===== config.mk =====
export PLATFORM = sky130hd
export DESIGN_NAME = cqh_front
export DESIGN_NICKNAME = d
export VERILOG_FILES = /design/src/color_quantize_histogram_assert.svh /design/src/cqh_pkg.sv /design/src/cqh_front.sv
export SDC_FILE = /design/constraint.sdc
export NUM_CORES = 1
export LEC_CHECK = 0
export ABC_AREA = 0
export BUFFER_PORTS_ARGS = -buffer_cell sky130_fd_sc_hd__buf_2
export CORE_AREA = 2 2 50 52
export CTS_CLUSTER_DIAMETER = 80
export CTS_CLUSTER_SIZE = 16
export DETAILED_ROUTE_END_ITERATION = 8
export DIE_AREA = 0 0 52 54
export PLACE_DENSITY = 0.8
export SYNTH_ARGS = -nofsm -noshare
export SYNTH_HDL_FRONTEND = slang
export SYNTH_SLANG_ARGS = --single-unit

===== constraint.sdc =====
create_clock -name clk -period 5.25 [get_ports clk]
set_clock_uncertainty 0.15 [all_clocks]
set_input_delay 0.525 -clock clk [delete_from_list [all_inputs] [get_ports clk]]
set_output_delay 0.525 -clock clk [all_outputs]
set_load 0.05 [all_outputs]

===== src/color_quantize_histogram_assert.svh =====
// ----------------------------------------------------------------------------
// Assertion macros for the quantized color histogram
// Implication checks on a clock with an asynchronous active-low reset.
// ----------------------------------------------------------------------------
`ifndef COLOR_QUANTIZE_HISTOGRAM_ASSERT_SVH
`define COLOR_QUANTIZE_HISTOGRAM_ASSERT_SVH

`ifndef SYNTHESIS

// Same-cycle implication.
`define CQH_ASSERT_NOW(label, clk, rst_n, pre, post, msg) \
	label: assert property (@(posedge clk) disable iff (!rst_n) (pre) |-> (post)) \
		else $error(msg);

// Next-cycle implication.
`define CQH_ASSERT_NEXT(label, clk, rst_n, pre, post, msg) \
	label: assert property (@(posedge clk) disable iff (!rst_n) (pre) |=> (post)) \
		else $error(msg);

`else

`define CQH_ASSERT_NOW(label, clk, rst_n, pre, post, msg)
`define CQH_ASSERT_NEXT(label, clk, rst_n, pre, post, msg)

`endif

`endif


===== src/cqh_pkg.sv =====
// ----------------------------------------------------------------------------
// cqh_pkg
// Types and constants shared by the quantized color histogram modules.
// ----------------------------------------------------------------------------
package cqh_pkg;

	// Fixed field widths.
	localparam int SAMPLE_W  = 8;
	localparam int CODE_W    = 15;
	localparam int CNT_OUT_W = 32;
	localparam int QBITS_W   = 3;
	localparam int CFG_IDX_W = 1;
	localparam int CFG_DAT_W = 8;

	// Request commands.
	typedef enum logic {
		CMD_ADD  = 1'b0,
		CMD_READ = 1'b1
	} cqh_cmd_t;

	// Configuration register indexes.
	typedef enum logic [CFG_IDX_W-1:0] {
		REG_QUANT_BITS = 1'b0,
		REG_GRAY_MODE  = 1'b1
	} cqh_reg_t;

	// Input request.
	typedef struct packed {
		cqh_cmd_t            cmd;
		logic [SAMPLE_W-1:0] red;
		logic [SAMPLE_W-1:0] green;
		logic [SAMPLE_W-1:0] blue;
		logic [CODE_W-1:0]   bin_select;
		logic                last_pixel;
	} cqh_pixel_t;

	// Result request.
	typedef struct packed {
		logic [CODE_W-1:0]    color_code;
		logic [CNT_OUT_W-1:0] bin_count;
		logic                 image_done;
	} cqh_result_t;

	// Classified job handed from the front to the back.
	typedef struct packed {
		logic              is_read;
		logic [CODE_W-1:0] index;
		logic              last;
	} cqh_job_t;

endpackage


===== src/cqh_front.sv =====
// ----------------------------------------------------------------------------
// cqh_front
// Holds the configuration and turns each request into a bin job.
// ----------------------------------------------------------------------------
module cqh_front #(
	parameter int MAX_QUANT_BITS = 5
) (
	input  logic                           clk,
	input  logic                           arst_n,
	input  logic                           cfg_valid,
	output logic                           cfg_ready,
	input  cqh_pkg::cqh_reg_t              cfg_index,
	input  logic [cqh_pkg::CFG_DAT_W-1:0]  cfg_data,
	input  cqh_pkg::cqh_pixel_t            pixel,
	output cqh_pkg::cqh_job_t              job
);

	localparam int ADDR_W = 3 * MAX_QUANT_BITS;
	localparam logic [cqh_pkg::CODE_W-1:0] IDX_MASK =
		cqh_pkg::CODE_W'((32'd1 << ADDR_W) - 32'd1);

	logic [cqh_pkg::QBITS_W-1:0]  quant_bits_q;
	logic                         gray_mode_q;
	logic [cqh_pkg::QBITS_W-1:0]  n_eff;
	logic [3:0]                   drop;
	logic [3:0]                   shift2;
	logic [cqh_pkg::SAMPLE_W-1:0] g_src;
	logic [cqh_pkg::SAMPLE_W-1:0] b_src;
	logic [cqh_pkg::SAMPLE_W-1:0] rq;
	logic [cqh_pkg::SAMPLE_W-1:0] gq;
	logic [cqh_pkg::SAMPLE_W-1:0] bq;
	logic [cqh_pkg::CODE_W-1:0]   code;

	assign cfg_ready = 1'b1;

	// Configuration registers.
	always_ff @(posedge clk or negedge arst_n) begin
		if (!arst_n) begin
			quant_bits_q <= cqh_pkg::QBITS_W'(2);
			gray_mode_q  <= 1'b0;
		end else if (cfg_valid) begin
			unique case (cfg_index)
				cqh_pkg::REG_QUANT_BITS: begin
					quant_bits_q <= cfg_data[cqh_pkg::QBITS_W-1:0];
				end
				cqh_pkg::REG_GRAY_MODE: begin
					gray_mode_q <= cfg_data[0];
				end
				default: begin
				end
			endcase
		end
	end

	// Clamp the kept bit count into its legal range.
	always_comb begin
		if (quant_bits_q == '0) begin
			n_eff = cqh_pkg::QBITS_W'(1);
		end else if (quant_bits_q > cqh_pkg::QBITS_W'(MAX_QUANT_BITS)) begin
			n_eff = cqh_pkg::QBITS_W'(MAX_QUANT_BITS);
		end else begin
			n_eff = quant_bits_q;
		end
	end

	// Quantize each channel and pack red, green, blue from high to low.
	always_comb begin
		drop   = 4'd8 - {1'b0, n_eff};
		shift2 = {n_eff, 1'b0};
		g_src  = gray_mode_q ? pixel.red : pixel.green;
		b_src  = gray_mode_q ? pixel.red : pixel.blue;
		rq     = pixel.red >> drop;
		gq     = g_src >> drop;
		bq     = b_src >> drop;
		code   = (cqh_pkg::CODE_W'(rq) << shift2) | (cqh_pkg::CODE_W'(gq) << n_eff)
			| cqh_pkg::CODE_W'(bq);
	end

	// Classify the request into a job for the back end.
	always_comb begin
		if (pixel.cmd == cqh_pkg::CMD_READ) begin
			job.is_read = 1'b1;
			job.index   = pixel.bin_select & IDX_MASK;
			job.last    = 1'b0;
		end else begin
			job.is_read = 1'b0;
			job.index   = code & IDX_MASK;
			job.last    = pixel.last_pixel;
		end
	end

endmodule


==> reports/qor.txt <==
Status: finished clean
Post-route ant nets: 0
Worst slew pin tran: 0.7298 ns
Inserted Diodes: 0
Net Sw Frac: 53.30%
Final hold vios: 0
Clk root buf: clkbuf_4
CTS tree: done
Max cap viols: 0
Initial antenna violation count: 0
Max frequency: 339.4 MHz
Clk Latency, worst-skew pair: 0.24 ns
Vias per inst: 5.240
Placed inst area: 1125 um^2
TritonCTS Buffers: 3
Mapped Area: 877.1 um^2
Die Y: 54 um
Met3 Track Usage GR: 2.222%
Critical path launch point type: flop
Initial core utilization: 37.81%
Crit Path Max Fanout: 14
Port bufs: 55
Most common cell after layout, fill and taps aside: buf_2
Final setup viols: 0
Critical path type: flop to output port
Die X: 52 um
FF+latch count, synth: 4
Mapped Cells: 126
Slew Viols, Final: 0
Max clock buf depth: 2
Via count: 1069
Area growth syn-to-layout: 32.38%
Hold crit path type: primary input to flop
Sequential share of power: 19.5%
Clock Sink Count: 4
Sequential cell area fraction in the yosys report: 11.55%
Arr. time, crit path: 2.27 ns
Die ar.: 2808 um^2
DR DRC count: 0
DPL Wire Length: 1.830 mm
Htree depth: 1
Synthesized net count: 179
Fin area: 1161 um^2
Post-synth cell types: 38
Comb pwr share: 65.3%
Synth top area cells: mux2i_1 (10%), dfrtp_1 (8.6%), nand2_1 (7.7%)
Proportion of layout cells with a drive suffix above 1: 39.08%
Leakage: 0.5715 nW
Gr usage total: 17.98%
Post-CTS Setup Bufs: 0
Asr flop ratio synth: 100.0%
Avg Inst Size Synth: 6.961 um^2
Top cell type's share of synthesized area: 10.27%
Critical Path RT: 4.58 ns
Area leader, netlist: mux2i_1
Total internal power: 0.0001329 W
Clock power frac: 15.2%
Critical Path Sink Type: output port
DR iter-0 viols: 14
Max VDD drop: 190.7 uV
Post-synth EDFFs: 0
Grt met1 use: 22.39%
Most frequent cells in the layout: buf_2 (55), nand2_1 (18), o21ai_0 (11)
PwrDens: 245.1 nW/um^2
Row cnt: 18
Final hold slack: 0.3515 ns
First-pass GRT wire length: 3.857 mm
Top FF cell, synth: dfrtp_1
Final Critical Period: 2.946 ns
Wire per inst: 12.26 um
Fin crit share: 56.12%
Placer congestion estimate: 0.8683
Largest net degree at the start of global routing: 32
RSZ-0062 raised after global routing: false
Gr ovfl total: 0
Vias in the first global route: 903
Switching pwr: 0.0001517 W
Nets: 228
Number of iterations in the first detailed-routing pass: 6
Final WL: 2.502 mm
Final core occ: 50.05%
Warnings from Yosys: 0
Core area: 2320 um^2
Met2 usage: 31.65%
GRT busiest layer: met2
Slew HR: 51.35%
Filler Cells Inserted: 258
Reg clk slew, reported paths: 0.04 ns
I/O pin cnt: 71
TNS Setup: 0 ns
[critical path: stages (launching register included)]
cell	delay (ns)
dfrtp_1	0.72
mux2_2	0.45
a221oi_1	0.27
a21oi_1	0.08
o31a_1	0.30
buf_2	0.21
[worst paths after layout]
kind	startpoint	to	slack [ns]	cells past startpoint
setup / recovery	gray_mode_q$_DFFE_PN0P_	job[3]	2.30	5
min in group asynchronous	arst_n	gray_mode_q$_DFFE_PN0P_	0.47	2
max in group asynchronous	arst_n	quant_bits_q[1]$_DFFE_PN1P_	4.27	2
hold reg to reg	quant_bits_q[1]$_DFFE_PN1P_	quant_bits_q[1]$_DFFE_PN1P_	0.59	2
setup reg to reg	quant_bits_q[2]$_DFFE_PN0P_	quant_bits_q[2]$_DFFE_PN0P_	3.77	2
hold / removal	cfg_data[2]	quant_bits_q[2]$_DFFE_PN0P_	0.35	3
[area by class of cell]
class,count,area (um^2),share of cell area [%]
Sequential cell,4,101.3,8.728
Clock buffer,4,26.28,2.263
Timing Repair Buffer,56,285.3,24.57
Multi-Input combinational cell,104,688.2,59.27
Tap cell,30,37.54,3.233
Inverter,6,22.52,1.940
[per-stage QoR]
step,setup slack (ns),total power [W],std cells
after floorplan,2.203,0.0001997,126
after global placement,2.569,0.0002394,199
after detailed placement,2.580,0.0002396,199
after CTS,2.316,0.0002861,204
after global routing,2.193,0.0003058,204
final,2.304,0.0002846,204
[sequential cells by signal, indices dropped and copies added, names as in the netlist]
register	count
gray_mode_q	1
quant_bits_q	3
[timing repair]
action | 4_1_cts | 5_1_grt
endpoints found under the hold margin | 3 | 0
resized for setup | 0 | 0
hold buffers | 1 | 0
[power by group through the flow]
| stage | Combinational (W) | Sequential, W | Clock (W) |
|---|---|---|---|
| after CTS | 0.000186 | 0.0000549 | 0.0000454 |
| after global routing | 0.000201 | 0.0000573 | 0.0000476 |
| after global placement | 0.000184 | 0.0000554 | 0 |
| final | 0.000186 | 0.0000555 | 0.0000433 |
| after floorplan | 0.000161 | 0.0000392 | 0 |
| after detailed placement | 0.000184 | 0.0000554 | 0 |
[per-layer routing]
metal  share of wire (%)  vias up  wire length (um)
li1                    -      555                 -
met1                  46      462              1147
met2                  45       52              1128
met3                 9.0        0               226
met4                   0        0                 0
met5                   0        -                 0
[kinds of logic (layout without fill, tap and decap cells)]
group / Yosys count / in the layout / synth area share [%]
muxes: 16 / 16 / 19.69
and+or+nand+nor: 40 / 40 / 21.97
other: 1 / 1 / 0.4275
DFF: 4 / 4 / 11.56
buffers and inverters: 18 / 66 / 9.985
AOI/OAI and AO/OA: 47 / 47 / 36.38
[synth_stat cells, types with 2 or more instances]
| master | count |
|---|---|
| a21oi_1 | 10 |
| a221oi_1 | 5 |
| a22o_1 | 5 |
| buf_4 | 3 |
| clkbuf_1 | 7 |
| dfrtp_1 | 3 |
| inv_1 | 6 |
| mux2_2 | 6 |
| mux2i_1 | 9 |
| nand2_1 | 18 |
| nand2b_1 | 4 |
| nand3_1 | 2 |
| nor2_1 | 4 |
| nor2b_1 | 7 |
| o21ai_0 | 11 |
| o22ai_1 | 3 |
| o31ai_1 | 2 |
No activity file was read; power rests on OpenSTA's default activity.
