File: src/color_quantize_histogram_assert.svh
// ----------------------------------------------------------------------------
// Assertion macros for the quantized color histogram
// Implication checks on a clock with an asynchronous active-low reset.
// ----------------------------------------------------------------------------
`ifndef COLOR_QUANTIZE_HISTOGRAM_ASSERT_SVH
`define COLOR_QUANTIZE_HISTOGRAM_ASSERT_SVH

`ifndef SYNTHESIS

// Same-cycle implication.
`define CQH_ASSERT_NOW(label, clk, rst_n, pre, post, msg) \
	label: assert property (@(posedge clk) disable iff (!rst_n) (pre) |-> (post)) \
		else $error(msg);

// Next-cycle implication.
`define CQH_ASSERT_NEXT(label, clk, rst_n, pre, post, msg) \
	label: assert property (@(posedge clk) disable iff (!rst_n) (pre) |=> (post)) \
		else $error(msg);

`else

`define CQH_ASSERT_NOW(label, clk, rst_n, pre, post, msg)
`define CQH_ASSERT_NEXT(label, clk, rst_n, pre, post, msg)

`endif

`endif

File: src/cqh_fifo.sv
// ----------------------------------------------------------------------------
// cqh_fifo
// Small register queue with full and empty flags.
// ----------------------------------------------------------------------------
module cqh_fifo #(
	parameter int WIDTH = 8,
	parameter int DEPTH = 2
) (
	input  logic             clk,
	input  logic             arst_n,
	input  logic             push,
	output logic             full,
	input  logic [WIDTH-1:0] wdata,
	input  logic             pop,
	output logic             empty,
	output logic [WIDTH-1:0] rdata
);

	localparam int PTR_W = (DEPTH > 1) ? $clog2(DEPTH) : 1;
	localparam int CNT_W = $clog2(DEPTH + 1);

	logic [WIDTH-1:0] data_q [DEPTH];
	logic [PTR_W-1:0] wr_ptr_q;
	logic [PTR_W-1:0] rd_ptr_q;
	logic [CNT_W-1:0] count_q;
	logic             do_push;
	logic             do_pop;

	assign full    = (count_q == CNT_W'(DEPTH));
	assign empty   = (count_q == '0);
	assign do_push = push && !full;
	assign do_pop  = pop && !empty;
	assign rdata   = data_q[rd_ptr_q];

	// Pointer and fill count.
	always_ff @(posedge clk or negedge arst_n) begin
		if (!arst_n) begin
			wr_ptr_q <= '0;
			rd_ptr_q <= '0;
			count_q  <= '0;
		end else begin
			if (do_push) begin
				wr_ptr_q <= (wr_ptr_q == PTR_W'(DEPTH - 1)) ? '0 : wr_ptr_q + 1'b1;
			end
			if (do_pop) begin
				rd_ptr_q <= (rd_ptr_q == PTR_W'(DEPTH - 1)) ? '0 : rd_ptr_q + 1'b1;
			end
			if (do_push && !do_pop) begin
				count_q <= count_q + 1'b1;
			end else if (do_pop && !do_push) begin
				count_q <= count_q - 1'b1;
			end
		end
	end

	// Storage.
	always_ff @(posedge clk) begin
		if (do_push) begin
			data_q[wr_ptr_q] <= wdata;
		end
	end

endmodule

File: config.mk
export PLATFORM = sky130hd
export DESIGN_NAME = cqh_fifo
export DESIGN_NICKNAME = d
export VERILOG_FILES = /design/src/color_quantize_histogram_assert.svh /design/src/cqh_fifo.sv
export SDC_FILE = /design/constraint.sdc
export NUM_CORES = 1
export LEC_CHECK = 0
export BUFFER_PORTS_ARGS = -buffer_cell sky130_fd_sc_hd__buf_2
export CAP_MARGIN = 20
export CORE_MARGIN = 2
export CORE_UTILIZATION = 45
export CTS_CLUSTER_DIAMETER = 100
export CTS_CLUSTER_SIZE = 28
export DETAILED_ROUTE_END_ITERATION = 10
export PLACE_DENSITY = 0.7
export SYNTH_ARGS = -nofsm -noshare
export SYNTH_HDL_FRONTEND = slang
export SYNTH_SLANG_ARGS = --single-unit
File: constraint.sdc
create_clock -name clk -period 1.8 [get_ports clk]
set_input_delay 0.54 -clock clk [delete_from_list [all_inputs] [get_ports clk]]
set_output_delay 0.54 -clock clk [all_outputs]
set_load 0.005 [all_outputs]
==> impl_results.md, run 1 <==
- Worst EP arrival: 1.27 ns
- Drt pass-1 iters: 2
- Startpoint Class: register
- Clock Latency Late Sink: 0.29 ns
- Total grt overflow: 0
- Drt wl/cell: 12.82 um
- Worst EP required: 1.26 ns
- CTS tree: built
- First-pass GRT wire length: 1.738 mm
- Max-slew violation count: 0
- Flop2flop setup slack: 0.33 ns
- Longest Clk Path Bufs: 2
- CTS buffer count: 3
- Routed via count: 428
- Core area: 0.001670 mm^2
- Ratio of cells with drive above 1 in the final layout: 44.12%
- I/O Buffers: 21
- Worst VDD drop: 876.7 uV
- Fin crit share: 100.8%
- Fmax: 551.3 MHz
- Vias/cell: 5.035
- Final setup viols: 3
- Hold crit path type: in2async
- Critical Path End Type: output port
- Ys Warns: 0
- Clk_skew: 0.008003 ns
- Yosys reg bits: 20
- Met2 WL post-DR: 575 um
- Finished Core Util: 55.96%
- Filler cells: 153
- Met3 wire len: 58 um
- Sequential share of the synthesized area: 74.24%
- Diodes inserted: 0
- Initial Utilization: 46.82%
- Total Power: 1.379 mW
- FP Rows: 15
- Worst-Margin Slew: 0.4209 ns
- CTS Hold Bufs: 0
- Top post-synthesis cells by area: edfxtp_1 61%, dfrtp_1 13%, mux2_1 8.6%
- Die W: 45.69 um
- Total track usage: 12.31%
- Dpl hpwl: 788 um
- Clock-pin slew on the worst setup and hold paths: 0.10 ns
- Hold WS: 0.03240 ns
- Vias in the first global route: 417
- Gp weighted congestion: 0.6527
- IO Count: 22
- H-Tree Depth: 1
- DRC: 0
- Fin worst setup slack: -0.01392 ns
- Post-synth top area share: 61.44%
- Setup Slack @ Placement: 0.1641 ns
- Syn Nets: 57
- Synth-to-Final Area Change: 19.52%
- Final ANT Viol Nets: 0
- Hold Fails Final Rpt: 0
- Clock sink total: 20
- Crit path time final: 1.814 ns
- WS Path Type: reg2out
- Syn_area_per_cell: 17.77 um^2
- Worst Path Max Fanout: 9
- Initial antenna violation count: 0
- RSZ-0062 raised after global routing: true
- Top Metal Used: met3
- Routed wire length: 1.090 mm
- Status: finished with violations
- Met1 WL: 456 um
- Syn Std Cell Area: 782.0 um^2
- NumNets Final: 83
- Largest net degree at the start of global routing: 11
- PD cells: 1476 mW/mm^2
- Failing checks: negative setup slack
- Die ar.: 0.002087 mm^2
- Post-synthesis cell type count: 15
- Die Y: 45.69 um
- Slew HR: 71.94%
- Number of max-cap violations: 0
- Root buffer cell: clkbuf_4
- Detailed Route Iter0 Violations: 9
- Syn Inst Count: 44
- Leak: 0.3922 nW
- Largest area contributor in the netlist: edfxtp_1
## power breakdown
part | internal (mW) | switching [mW] | leakage [nW]
logic | 0.244 | 0.192 | 0.184
clock network | 0.0777 | 0.115 | 0.0138
registers | 0.649 | 0.101 | 0.194
## layout by cell type, fill, tap and decap left out, drive strengths merged
cell / synthesis / final
edfxtp: 16 / 16
dfrtp: 4 / 4
mux2: 8 / 8
o21ai: 1 / 1
xnor2: 3 / 3
nor2: 3 / 3
nand2b: 1 / 1
clkbuf: 0 / 3
xor2: 2 / 2
and3: 1 / 1
inv: 2 / 2
ha: 1 / 1
nand2: 1 / 1
buf: 1 / 22
## sequential cells by signal, summed over array words and instances (netlist names)
register / flops
rd_ptr_q: 1
count_q: 2
wr_ptr_q: 1
data_q: 16
## synth_stat cells
| cell type | n |
|---|---|
| buf_2 | 1 |
| xnor2_1 | 2 |
| nand2b_1 | 1 |
| inv_1 | 2 |
| mux2_1 | 6 |
| edfxtp_1 | 16 |
| mux2_2 | 2 |
| and3_1 | 1 |
| ha_1 | 1 |
| nand2_2 | 1 |
| dfrtp_1 | 4 |
| nor2_1 | 3 |
| o21ai_1 | 1 |
| xor2_1 | 2 |
| xnor2_2 | 1 |
## per-layer routing
metal / vias to the layer above / global-route usage (%)
met2: 15 / 20.28
met1: 209 / 14.14
li1: 204 / -
met3: 0 / 3.571
met5: - / 0
met4: 0 / 7.059
## path summary, 6_finish.rpt
kind | endpoint | start | cells past startpoint
max in group asynchronous | rd_ptr_q | arst_n | 1
max | rdata[7] | rd_ptr_q | 2
max reg2reg | count_q[1] | count_q[0] | 7
min in group clk | data_q[1][7] | wdata[7] | 1
min reg2reg | wr_ptr_q | wr_ptr_q | 1
min | count_q[1] | arst_n | 1
## final cells by class
type                            instances  area (um^2)  area share, %
Sequential cell                        20        581.8          62.25
Inverter                                2        7.507         0.8032
Timing Repair Buffer                   22        112.6          12.05
Tap cell                               17        21.27          2.276
Multi-Input combinational cell         21        188.9          20.21
Clock buffer                            3        22.52          2.410
## through the flow
stage          setup TNS, ns  cells  cell area [um^2]
2_1_floorplan              0     44             782.0
6_report            -0.01989     85             934.6
3_3_place_gp               0     82             910.9
3_5_place_dp               0     82             910.9
4_1_cts              -0.2003     85             934.6
5_1_grt              -0.4420     85             934.6
## worst max-delay path, stage by stage (launching register included)
cell	delay (ns)
dfrtp_2	0.50
mux2_2	0.36
buf_2	0.13
## what timing repair did
action                                 in CTS  in global routing
resized for setup                           1                  0
endpoints found under the hold margin       0                  0
setup endpoints to repair                   8                  8
setup buffers                               0                  0
## cells by family (layout without fill, tap and decap cells)
| logic type | count (synthesis) | count (layout) | share of synthesized area [%] |
|---|---|---|---|
| AOI/OAI and AO/OA | 1 | 1 | 0.6394 |
| xor gates and xnor gates | 5 | 5 | 6.561 |
| adders and majority gates | 1 | 1 | 1.600 |
| buffers and inverters | 3 | 27 | 1.600 |
| DFF | 20 | 20 | 74.24 |
| muxes | 8 | 8 | 11.52 |
| and+or+nand+nor | 6 | 6 | 3.841 |
No activity file was read; power rests on OpenSTA's default activity.
==> inputs of run 2 (changes only) <==
- ABC_AREA: unset -> 1
==> run 2 against run 1 <==
Against the previous run:
- the flow now finishes without violations
- synthesized cell count is 66% higher
- sequential power decreased by 1%
- register-to-register slack improved by 0.10 ns
- sequential share of layout area decreased by 3.2 points
- via count up 32%
- clock power up 7%
- die area rose by 3.2%
- power up 5.3%
- critical path depth is 2 higher
- core utilization increased by 1.8 points
- clock skew decreased by 0.0059 ns
- critical path type unchanged
==> impl_results.md, run 2 <==
- Status: finished clean
- First-pass GRT wire length: 1.938 mm
- Drt wl/cell: 10.01 um
- CP Buf/Inv Count: 2
- Slew HR: 78.58%
- Worst EP arrival: 1.16 ns
- Clk_skew: 0.002108 ns
- Top Registers: data_q (16), count_q (2)
- Syn Nets: 86
- Synth cell count leaders: 33 x nand2_1, 16 x edfxtp_1, 7 x inv_1
- Total track usage: 13.82%
- Synth-to-Final Area Change: 21.79%
- Hold Fails Final Rpt: 0
- Met1 WL: 522 um
- Die ar.: 0.002154 mm^2
- Switching Power: 0.5054 mW
- Final ANT Viol Nets: 0
- Dpl hpwl: 939.6 um
- Commonest non-fill, non-tap cell in the layout: nand2_1
- Cell with the most instances after synthesis: nand2_1
- Final setup viols: 0
- CTS tree: built
- Finished Core Util: 57.73%
- Clock-pin slew on the worst setup and hold paths: 0.10 ns
- Post-synth top area share: 59.35%
- Largest net degree at the start of global routing: 12
- Max-slew violation count: 0
- Hold crit path type: in2async
- Ys Warns: 0
- Core area: 0.001708 mm^2
- Longest Clk Path Bufs: 2
- Vias in the first global route: 473
- Met2 WL post-DR: 643 um
- CP max stage delay: 0.51 ns
- Gp weighted congestion: 0.7741
- Die W: 46.42 um
- WS Path Type: reg2out
- Post-synth EDFFs: 16
- Post-synth top flop: edfxtp_1
- Initial antenna violation count: 0
- DRC: 0
- PD cells: 1474 mW/mm^2
- Drt pass-1 iters: 3
- RSZ-0062 raised after global routing: false
- Startpoint Class: register
- Yosys reg bits: 20
- Clock Latency Late Sink: 0.29 ns
- FP Rows: 15
- Critical Path End Type: output port
- Top post-synthesis cells by area: edfxtp_1 59%, nand2_1 15%, dfrtp_1 12%
- Worst EP required: 1.26 ns
- Crit path cell chain: inv_4 -> nand2_1 -> nand2_1 -> buf_2
- Leak: 0.4698 nW
- Die Y: 46.42 um
- Routed wire length: 1.241 mm
- Setup TNS: 0 ns
- Worst VDD drop: 899.5 uV
- NumNets Final: 113
- Root buffer cell: clkbuf_4
- I/O Buffers: 21
- Slowest cell on crit path: dfrtp_2
- Post-synthesis cell type count: 14
- Fin crit share: 94.35%
- Worst-Margin Slew: 0.3209 ns
- Routed via count: 563
- Clock power frac: 14.2%
- Syn_area_per_cell: 11.09 um^2
- Worst Path Max Fanout: 10
- Total grt overflow: 0
- Top reg by flops: data_q
- Ratio of cells with drive above 1 in the final layout: 30.30%
- Met3 wire len: 61 um
- Syn Inst Count: 73
- Initial Utilization: 47.40%
- Max reg flops: 16
- Fmax: 588.8 MHz
- Sw frac: 34.78%
- Register share of total power: 50.9%
- Combinational share of power: 35.0%
- H-Tree Depth: 1
- Number of max-cap violations: 0
- Top Metal Used: met4
- Syn Std Cell Area: 809.5 um^2
- Cell family with most CP delay: flip-flops
- Post-CTS Setup Inserts: 0
- Internal power: 0.9475 mW
- Sequential share of the synthesized area: 71.72%
- Most used cell along the critical path: nand2_1
- Diodes inserted: 0
- Detailed Route Iter0 Violations: 5
- Most frequent cells in the layout: 33 x nand2_1, 21 x buf_2, 16 x edfxtp_1, 7 x inv_1
- CTS buffer count: 3
- Crit path time final: 1.698 ns
- Clock sink total: 20
- CTS Hold Bufs: 0
- Asr flop ratio synth: 20.00%
- Largest area contributor in the netlist: edfxtp_1
- IO Count: 22
- Vias/cell: 4.540
-- run 2: cell types whose count changed after synthesis, moves of 2 or more --
cell,change
inv_1,+5
nand2_1,+33
nor2_2,+2
xor2_1,-2
mux2_2,-2
o21ai_0,+2
mux2_1,-6
-- run 2: kinds of logic (layout without fill, tap and decap cells) --
kind of cell               Yosys count  count (layout)  share of synthesized area [%]
adders and majority gates            1               1                          1.545
AOI/OAI and AO/OA                    2               2                          1.237
buffers and inverters                9              35                          4.327
and+or+nand+nor                     40              40                          20.09
xor gates and xnor gates             1               1                          1.082
DFF                                 20              20                          71.72
-- run 2: path summary, 6_finish.rpt --
path,startpoint,end,slack (ns),cells after the start
min in group clk,wdata[3],data_q[0][3],0.43,1
worst max register to register,count_q[0],count_q[1],0.43,6
max in group asynchronous,arst_n,rd_ptr_q,1.65,1
worst min register to register,wr_ptr_q,wr_ptr_q,0.50,2
worst max-delay path,rd_ptr_q,rdata[4],0.10,4
worst min-delay path,arst_n,count_q[0],0.03,1
-- run 2: repair_timing --
| action | in CTS | in global routing |
|---|---|---|
| endpoints found under the setup margin | 8 | 8 |
| resized for setup | 1 | 1 |
| pin swaps | 0 | 0 |
-- run 2: stage by stage --
stage	power (mW)	setup WS [ns]	hold slack (ns)	cells	area (um^2)
3_5_place_dp	1.263	0.2714	0.3506	120	955.9
3_3_place_gp	1.244	0.2908	0.3511	120	955.9
6_report	1.453	0.1016	0.02589	124	985.9
2_1_floorplan	1.044	0.4196	0.2444	73	809.5
5_1_grt	1.580	0.01037	0.02098	124	985.9
4_1_cts	1.467	0.03188	0.02460	124	983.4
-- run 2: metal layers --
metal,vias up,track usage [%]
met2,14,22.50
li1,290,-
met4,0,9.714
met3,2,5.098
met5,-,0
met1,257,14.58
-- run 2: worst reg2reg max path, delay by kind of cell (launching register included) --
kind	cells	cell delay, ns
flops	1	0.47
fa+ha+maj	1	0.29
compound gates	1	0.24
simple gates	3	0.19
buf+inv	1	0.08
-- run 2: final cells by class --
type,instances,area (um^2)
multi-input cells,44,193.9
clock inverters,1,3.754
flip-flops and latches,20,581.8
clock buffers,3,22.52
fillers,138,721.9
well taps,25,31.28
inverters,8,32.53
repair buffers,23,120.1
-- run 2: power groups by stage --
stage,Sequential (mW),Combinational [mW],Clock (mW)
floorplan,0.697,0.346,0
global placement,0.740,0.504,0
detailed placement,0.746,0.517,0
CTS,0.738,0.517,0.211
global route,0.754,0.596,0.231
finish,0.739,0.508,0.206
